File: src/sv/sgfpt_pkg.sv
// Shared types and constants for the SGF property tokenizer.
package sgfpt_pkg;

  localparam int unsigned DEPTH_W = 8;
  localparam int unsigned KIND_W  = 3;
  localparam int unsigned CHAR_W  = 8;

  localparam logic [KIND_W-1:0] KIND_PROP     = 3'd0;
  localparam logic [KIND_W-1:0] KIND_VALUE    = 3'd1;
  localparam logic [KIND_W-1:0] KIND_PAIR     = 3'd2;
  localparam logic [KIND_W-1:0] KIND_END      = 3'd3;
  localparam logic [KIND_W-1:0] KIND_OVERFLOW = 3'd4;

  localparam logic [CHAR_W-1:0] CH_LPAREN    = 8'h28;
  localparam logic [CHAR_W-1:0] CH_RPAREN    = 8'h29;
  localparam logic [CHAR_W-1:0] CH_LBRACKET  = 8'h5B;
  localparam logic [CHAR_W-1:0] CH_RBRACKET  = 8'h5D;
  localparam logic [CHAR_W-1:0] CH_BACKSLASH = 8'h5C;
  localparam logic [CHAR_W-1:0] CH_SEMICOLON = 8'h3B;
  localparam logic [CHAR_W-1:0] CH_NEWLINE   = 8'h0A;
  localparam logic [CHAR_W-1:0] CH_RETURN    = 8'h0D;

  typedef struct packed {
    logic               started;
    logic               in_value;
    logic               escaping;
    logic               finished;
    logic [DEPTH_W-1:0] depth;
  } tok_state_t;

  typedef struct packed {
    logic               emit;
    logic [KIND_W-1:0]  kind;
    logic [CHAR_W-1:0]  char_val;
    logic [DEPTH_W-1:0] depth;
  } tok_result_t;

endpackage

File: src/sv/sgfpt_step.sv
// Next-state and result logic for one character of the tokenizer.
module sgfpt_step
  import sgfpt_pkg::*;
#(
  parameter int unsigned DEPTH_LIMIT = 255
) (
  input  tok_state_t        st,
  input  logic [CHAR_W-1:0] byte_val,
  output tok_state_t        st_nxt,
  output tok_result_t       res
);

  localparam logic [DEPTH_W-1:0] LIMIT = DEPTH_W'(DEPTH_LIMIT);

  logic [DEPTH_W-1:0] dec_depth;

  assign dec_depth = (st.depth != '0) ? st.depth - 1'b1 : '0;

  always_comb begin
    st_nxt       = st;
    res.emit     = 1'b0;
    res.kind     = KIND_PROP;
    res.char_val = '0;
    if (st.finished) begin
      st_nxt = st;
    end else if (!st.in_value && byte_val == CH_LPAREN) begin
      st_nxt.started = 1'b1;
      if (st.depth >= LIMIT) begin
        res.emit = 1'b1;
        res.kind = KIND_OVERFLOW;
      end else begin
        st_nxt.depth = st.depth + 1'b1;
      end
    end else if (!st.started) begin
      st_nxt = st;
    end else if (!st.in_value && byte_val == CH_RPAREN) begin
      st_nxt.depth = dec_depth;
      if (dec_depth == '0) begin
        st_nxt.finished = 1'b1;
        res.emit        = 1'b1;
        res.kind        = KIND_END;
      end
    end else if (!st.in_value) begin
      if (byte_val == CH_LBRACKET) begin
        st_nxt.in_value = 1'b1;
      end else if (byte_val != CH_NEWLINE && byte_val != CH_RETURN &&
                   byte_val != CH_SEMICOLON) begin
        res.emit     = 1'b1;
        res.kind     = KIND_PROP;
        res.char_val = byte_val;
      end
    end else if (byte_val == CH_BACKSLASH && !st.escaping) begin
      st_nxt.escaping = 1'b1;
    end else if (byte_val == CH_RBRACKET && !st.escaping) begin
      st_nxt.in_value = 1'b0;
      res.emit        = 1'b1;
      res.kind        = KIND_PAIR;
    end else begin
      st_nxt.escaping = 1'b0;
      res.emit        = 1'b1;
      res.kind        = KIND_VALUE;
      res.char_val    = byte_val;
    end
    res.depth = st_nxt.depth;
  end

endmodule

File: src/sv/sgf_property_tokenizer_unit.sv
// Top level of the SGF property tokenizer: input register, step logic, output register.
//
// One character of the game record enters per input word on in_valid/in_ready
// with the character on in_byte. Each character yields zero or one result word on
// out_valid/out_ready carrying out_kind, out_char and out_depth.
// Characters before the first '(' and everything after the closing ')' of the
// outermost level give no result. A '(' at the depth limit (MAX_DEPTH, capped
// at 255) gives a depth-overflow word and leaves the depth unchanged.
// A character taken into the input register has its result in the output register
// once the step advances. Throughput is one character per cycle while out_ready stays
// high: the input register, the tokenizer state and the output register all advance in the same cycle.
// When the receiver stalls, the output register holds its word and the input
// register holds one more character; in_ready drops only when both are full.
// A synchronous active-low reset on rst_n empties both registers and clears the
// state to "not started" at depth zero.
module sgf_property_tokenizer_unit
  import sgfpt_pkg::*;
#(
  parameter int unsigned MAX_DEPTH = 255
) (
  input  logic               clk,
  input  logic               rst_n,
  input  logic               in_valid,
  output logic               in_ready,
  input  logic [CHAR_W-1:0]  in_byte,
  output logic               out_valid,
  input  logic               out_ready,
  output logic [KIND_W-1:0]  out_kind,
  output logic [CHAR_W-1:0]  out_char,
  output logic [DEPTH_W-1:0] out_depth
);

  localparam int unsigned DEPTH_LIMIT = (MAX_DEPTH < 255) ? MAX_DEPTH : 255;

  logic               in_valid_r;
  logic [CHAR_W-1:0]  in_byte_r;
  tok_state_t         st_r;
  tok_state_t         st_nxt;
  tok_result_t        res;
  logic               out_valid_r;
  logic [KIND_W-1:0]  out_kind_r;
  logic [CHAR_W-1:0]  out_char_r;
  logic [DEPTH_W-1:0] out_depth_r;
  logic               advance;

  sgfpt_step #(
    .DEPTH_LIMIT(DEPTH_LIMIT)
  ) u_step (
    .st      (st_r),
    .byte_val(in_byte_r),
    .st_nxt  (st_nxt),
    .res     (res)
  );

  assign advance  = in_valid_r && (!out_valid_r || out_ready);
  assign in_ready = !in_valid_r || advance;

  always_ff @(posedge clk) begin
    if (!rst_n) begin
      in_valid_r  <= 1'b0;
      out_valid_r <= 1'b0;
      st_r        <= '0;
    end else begin
      if (in_ready) begin
        in_valid_r <= in_valid;
      end
      if (advance) begin
        st_r        <= st_nxt;
        out_valid_r <= res.emit;
      end else if (out_ready) begin
        out_valid_r <= 1'b0;
      end
    end
    if (in_valid && in_ready) begin
      in_byte_r <= in_byte;
    end
    if (advance) begin
      out_kind_r  <= res.kind;
      out_char_r  <= res.char_val;
      out_depth_r <= res.depth;
    end
  end

  assign out_valid = out_valid_r;
  assign out_kind  = out_kind_r;
  assign out_char  = out_char_r;
  assign out_depth = out_depth_r;

  a_finished_sticky: assert property (@(posedge clk) disable iff (!rst_n)
    st_r.finished |=> st_r.finished)
    else $error("finished flag cleared without reset");

  a_depth_limit: assert property (@(posedge clk) disable iff (!rst_n)
    st_r.depth <= DEPTH_W'(DEPTH_LIMIT))
    else $error("nesting depth above limit");

  a_escape_in_value: assert property (@(posedge clk) disable iff (!rst_n)
    st_r.escaping |-> st_r.in_value)
    else $error("escape flag set outside a value");

  a_idle_before_start: assert property (@(posedge clk) disable iff (!rst_n)
    !st_r.started |-> (st_r.depth == '0 && !st_r.in_value && !st_r.finished))
    else $error("state changed before the first open bracket");

  a_no_result_after_end: assert property (@(posedge clk) disable iff (!rst_n)
    (advance && st_r.finished) |=> !out_valid_r)
    else $error("result word produced after game end");

  a_kind_range: assert property (@(posedge clk) disable iff (!rst_n)
    out_valid_r |-> (out_kind_r <= KIND_OVERFLOW))
    else $error("result kind out of range");

endmodule

File: config.mk
export PLATFORM = sky130hd
export DESIGN_NAME = sgf_property_tokenizer_unit
export DESIGN_NICKNAME = d
export VERILOG_FILES = /design/src/sv/sgfpt_pkg.sv /design/src/sv/sgfpt_step.sv /design/src/sv/sgf_property_tokenizer_unit.sv
export SDC_FILE = /design/constraint.sdc
export NUM_CORES = 1
export LEC_CHECK = 0
export BUFFER_PORTS_ARGS = -buffer_cell sky130_fd_sc_hd__clkbuf_2
export CORE_AREA = 3 3 68 70
export CTS_BUF_LIST = sky130_fd_sc_hd__clkbuf_16
export CTS_CLUSTER_DIAMETER = 80
export DETAILED_ROUTE_END_ITERATION = 16
export DIE_AREA = 0 0 71 73
export GPL_TIMING_DRIVEN = 1
export PLACE_DENSITY = 0.76
export SYNTH_ARGS = -nofsm -noshare
export SYNTH_HDL_FRONTEND = slang
export SYNTH_SLANG_ARGS = --single-unit
File: constraint.sdc
create_clock -name clk -period 2.56 [get_ports clk]
set_clock_uncertainty 0.2 [all_clocks]
set_input_delay 0.512 -clock clk [delete_from_list [all_inputs] [get_ports clk]]
set_output_delay 0.512 -clock clk [all_outputs]
set_load 0.05 [all_outputs]
Yosys cells after proc, flatten, opt, wreduce, memory -nomap -nowiden:

Cells that the tools add are included.

* bits in registers: 41
* input bits: 12
* output and inout port bits: 21
* logic and storage cells: 78

* $add $sub $neg: 2
* order comparisons: 1
* equality and inequality tests: 9
* mux-type cells: 30
* bitwise gates (word level): 4
* reduce and logical (&&, ||, !) cells: 21

Operators by type and width (number)
* 2-to-1 mux 12 bit: 6
* 2-to-1 mux 8 bit: 6
* 2-to-1 mux 9 bit: 3
* == test 8 x 7 -> 1 bit, second input constant: 3
* == test 8 x 6 -> 1 bit, second input constant: 2
* 2-to-1 mux 4 bit: 4
* != test 8 x 4 -> 1 bit, second input constant: 2
* 2-to-1 mux 1 bit: 10
* adder 8 x 1 -> 8 bit, second input constant: 1
* greater-or-equal comparator 8 bit, second input constant: 1
* logical AND 1 bit: 8
* logical NOT 8 bit: 1
* != test 8 x 6 -> 1 bit, second input constant: 1
* nonzero test 8 bit: 1
* subtractor 8 x 1 -> 8 bit, second input constant: 1
* AND reduction 7 bit: 1
* AND reduction 5 bit: 1
* logical NOT 1 bit: 4
* NOT 1 bit: 4
* OR reduction 4 bit: 1
* AND reduction 3 bit: 1
* logical OR 1 bit: 2
* 2-to-1 mux 2 bit: 1
* != test 2 x 1 -> 1 bit, second input constant: 1
* nonzero test 2 bit: 1

Depth between registers and ports, before layout:

* word-level depth: 11
* mapped depth: 7
* depth with buffers taken out: 7

By module:

From an unflattened synthesis, not the netlist that was laid out.

* cell total of the unflattened synthesis: 245
* area total of the unflattened synthesis: 2432.3 sq um

By module, submodules not included
* sgf_property_tokenizer_unit: times used 1, cells each 90, area an instance 1402.6 sq um
* sgfpt_step: times used 1, cells each 155, area an instance 1029.7 sq um

Worst setup path before layout:

Ideal clock, no wire load.

* kind: flip-flop to flip-flop
* from: register st_r[0] in the netlist's numbering
* to: register out_depth_r[6] (netlist: out_depth[6]) (data pin)
* library setup time: 256 ps
* arrival time: 1855 ps
* required time: 2104 ps
* path slack: 249 ps
* stages on the path, launching flop included: 8
* path buffers: 0
* path through: dfxtp_1 inv_1 ha_1 or4b_1 nor2_1 mux2i_1 a22oi_1 o22a_1

RTL lines
* start: declaration: line sgf_property_tokenizer_unit.sv:37 `tok_state_t st_r;`
* start signal: assignment: line sgf_property_tokenizer_unit.sv:68 `st_r <= st_nxt;`
* end signal: assignment: line sgf_property_tokenizer_unit.sv:80 `out_depth_r <= res.depth;`
* end: declaration: line sgf_property_tokenizer_unit.sv:43 `logic [DEPTH_W-1:0] out_depth_r;`

Worst setup path in the final report:

* from: register st_r[0] in the netlist's numbering
* to: register out_kind_r[1] (netlist: out_kind[1]) (data pin)

* word-level cells in the longest chain between the ends: 7

Ends and longest elaborated chain
* subtractor 8 x 1 -> 8 bit / nonzero test 8 bit (equally long branches): line sgfpt_step.sv:17 `assign dec_depth = (st.depth != '0) ? st.depth - 1'b1 : '0;`
* 2-to-1 mux 8 bit *: line sgfpt_step.sv:17
* logical NOT 8 bit *: line sgfpt_step.sv:38 `if (dec_depth == '0) begin`
* 2-to-1 mux 4 bit *: line sgfpt_step.sv:38
* 2-to-1 mux 4 bit *: line sgfpt_step.sv:36 `end else if (!st.in_value && byte_val == CH_RPAREN) begin`
* 2-to-1 mux 12 bit *: line sgfpt_step.sv:34 `end else if (!st.started) begin`
* 2-to-1 mux 4 bit *: line sgfpt_step.sv:26 `end else if (!st.in_value && byte_val == CH_LPAREN) begin`
* end signal: assignment: line sgf_property_tokenizer_unit.sv:78 `out_kind_r <= res.kind;`
* end: declaration: line sgf_property_tokenizer_unit.sv:41 `logic [KIND_W-1:0] out_kind_r;`

Mark *: on every way between the ends. The rest lies on a longest branch, timed or not.
A chain may end at the register's enable or synchronous reset.

==> impl_metrics.yaml <==
run_status:
  outcome: "complete, no violations"
synth:
  async_reset_ff_share_pct: 0
  syn_area_per_cell_sq_um: 10.0
  yosys_warnings: 0
  yosysSeqAreaShare_pct: 47.9
  synthCells: 227
  synthMuxAreaShare_pct: 1.37
  synth-xor-area-share_pct: 0.385
  synth_top_family_by_area: "simple AND/OR/NAND/NOR gates"
  syn-cell-area_sq_um: 2280
  synth-compound-area-share_pct: 18.4
  synth_edf_count: 27
  yosysTopAreaCell: "edfxtp_1"
  yosys.area_share.simple_pct: 27.0
  synth_top_area_share_pct: 35.6
  synth_flop_cell: "edfxtp_1"
  synth.area.top_cells: "edfxtp_1, dfxtp_1, nand2_1, a21oi_1, and2_1"
  synthAdderAreaFrac_pct: 1.10
  yosysMostFrequentCell: "edfxtp_1"
  synth_common_cells: "edfxtp_1, nand2_1, dfxtp_1"
  synth.distinct_cells: 58
  ys_ff_latch: 41
  mappedNetlistNets: 241
sta:
  grt_setup_unrepaired: "no"
  period_needed_ps: 2450
  fmax_ghz: 0.409
  setup_tns_ps: 0
  slew_headroom_pct: 55.5
  worst_pin_slew_ps: 659
  hold_slack_ps: 205
  hold_viol: 0
  post-route-period-util_pct: 95.6
  setup_violations: 0
  slew_violations: 0
  fin_ws_ps: 113
setup_path:
  cp.required_ps: 2480
  critical_path.max_fanout: 4
  arrival_ps: 2360
  slowest_stage: "or4b_1"
  critical_path_class: "flip-flop to flip-flop"
  max_stage_delay_ps: 520
  start_kind: "flip-flop"
  cp-end-kind: "flip-flop"
  crit_chain: "inv_1, ha_1, or4b_1, nor2_1, mux2i_2, buf_4, nand4b_1, a21oi_1"
clocking:
  clock-root-buffer: "clkbuf_16"
  cts_sinks: 41
  cts_buffer_depth: 2
  worstSkewPairLatency_ps: 280
  cts_tree: "yes"
  numCtsBuffers: 5
  ctsHtreeMaxLevel: 2
  clk_pin_slew_ps: 60
drt:
  vias: 2039
  wl_per_cell_microns: 17.0
  via_per_inst: 6.37
  wl_microns: 5430
  drtIter0Drc: 243
  firstDrtPassIters: 5
  drtAntennaViolNets: 0
  drcViolationCount: 0
placed_design:
  place_inst: 311
  port_buffers: 32
  hpwlAfterDp_microns: 3930
  place_ws_ps: 85.9
  globalplace.congestion: 0.900
global_route:
  gr-usage-all-layers_pct: 22.5
  grt_overflow: 0
  antenna_found_initial: 0
  grt_max_degree: 18
  grt_pass1_wl_microns: 9270
  grt_pass1_vias: 1939
power_and_ir_drop:
  cellPowerDensity_nw_per_um2: 615
  vdd_drop_max_v: 0.000397
  p_leak_nw: 1.08
hold_path:
  hp-class: "input pin to flip-flop"
floorplanning:
  die_h_microns: 73
  die_area_sq_um: 5180
  initial_core_util_pct: 56.5
  fp-row-count: 23
  die_x_microns: 71
  core_sq_um: 4030
  num_io_pins: 33
job:
  drv_cap: 0
finish:
  drive_gt1_share_pct: 27.0
  diodes: 0
  nets: 283
  syn_to_final_growth_pct: 21.4
  instances_no_fill: 320
[per-layer routing]
metal / track usage, % / vias to the layer above / routed length (microns) / share of wire (%)
met5: 0 / - / 0 / 0
met4: 6.68 / 0 / 83 / 1.5
met3: 3.58 / 10 / 435 / 8.0
met2: 35.3 / 109 / 2490 / 46
met1: 32.2 / 963 / 2410 / 44
li1: - / 957 / - / -
[kinds of logic (layout without fill, tap and decap cells)]
kind of cell | Yosys count | after routing
and+or+nand+nor | 100 | 100
AOI/OAI and AO/OA | 59 | 59
DFF | 41 | 41
buffers and inverters | 21 | 64
muxes | 3 | 3
adders and majority gates | 2 | 2
xor gates and xnor gates | 1 | 1
[through the flow]
step	area (sq um)	util, %	power [mW]
2_1_floorplan	2280	-	0.858
6_report	2760	68.6	1.70
5_1_grt	2760	68.6	1.75
3_5_place_dp	2550	63.4	0.909
3_3_place_gp	2550	63.4	0.905
4_1_cts	2750	68.1	1.70
[registers in the layout, summed over array words and instances (netlist names)]
register    flops
st_r           12
in_valid_r      1
in_byte_r       8
out_depth       8
out_char        8
out_valid       1
out_kind        3
[what timing repair did]
item | 4_1_cts | 5_1_grt
hold buffers | 0 | 0
buffers inserted | 0 | 1
gates resized for setup | 0 | 2
endpoints found under the setup margin | 0 | 2
[path summary, 6_finish.rpt]
path         slack, ps  cells after the start      endpoint       start
max                110                      8   out_kind[1]     st_r[0]
min                210                      1  in_byte_r[0]  in_byte[0]
max reg2reg        110                      8   out_kind[1]     st_r[0]
min reg2reg        310                      2       st_r[9]     st_r[9]
[power breakdown]
part,internal [mW],total [mW],switching [mW]
sequential,0.728,0.743,0.0154
clock,0.556,0.804,0.247
combinational,0.0551,0.154,0.0989
[cell type report]
cell class,instances,area [sq um]
fillers,315,1260
multi-input cells,165,1110
flip-flops and latches,41,1090
repair buffers,48,280
clock buffers,5,125
clock inverters,3,65.1
well taps,50,62.6
inverters,8,30.0
[critical path, delay by kind of cell (launching register included)]
| family | cells | cell delay [ps] |
|---|---|---|
| and+or+nand+nor | 3 | 830 |
| AOI/OAI and AO/OA | 1 | 220 |
| adders and majority gates | 1 | 210 |
| DFF | 1 | 310 |
| buffers and inverters | 2 | 240 |
| muxes | 1 | 290 |
[layout by cell type, fill, tap and decap left out, drive strengths merged, types with 3 or more instances in the layout]
cell type  count
nand3         10
nand2         19
clkbuf        37
nand4          6
a22oi          4
dfxtp         14
o21a           3
and2          10
nor2          10
o221a          4
nor4b          3
nand2b         4
nor3           6
a211oi         3
a21oi         13
o21ai         11
buf           16
edfxtp        27
a31oi          4
inv            8
or4b           3
and3           7
nor2b          7
Note: power is estimated with default switching activity, not from simulation.
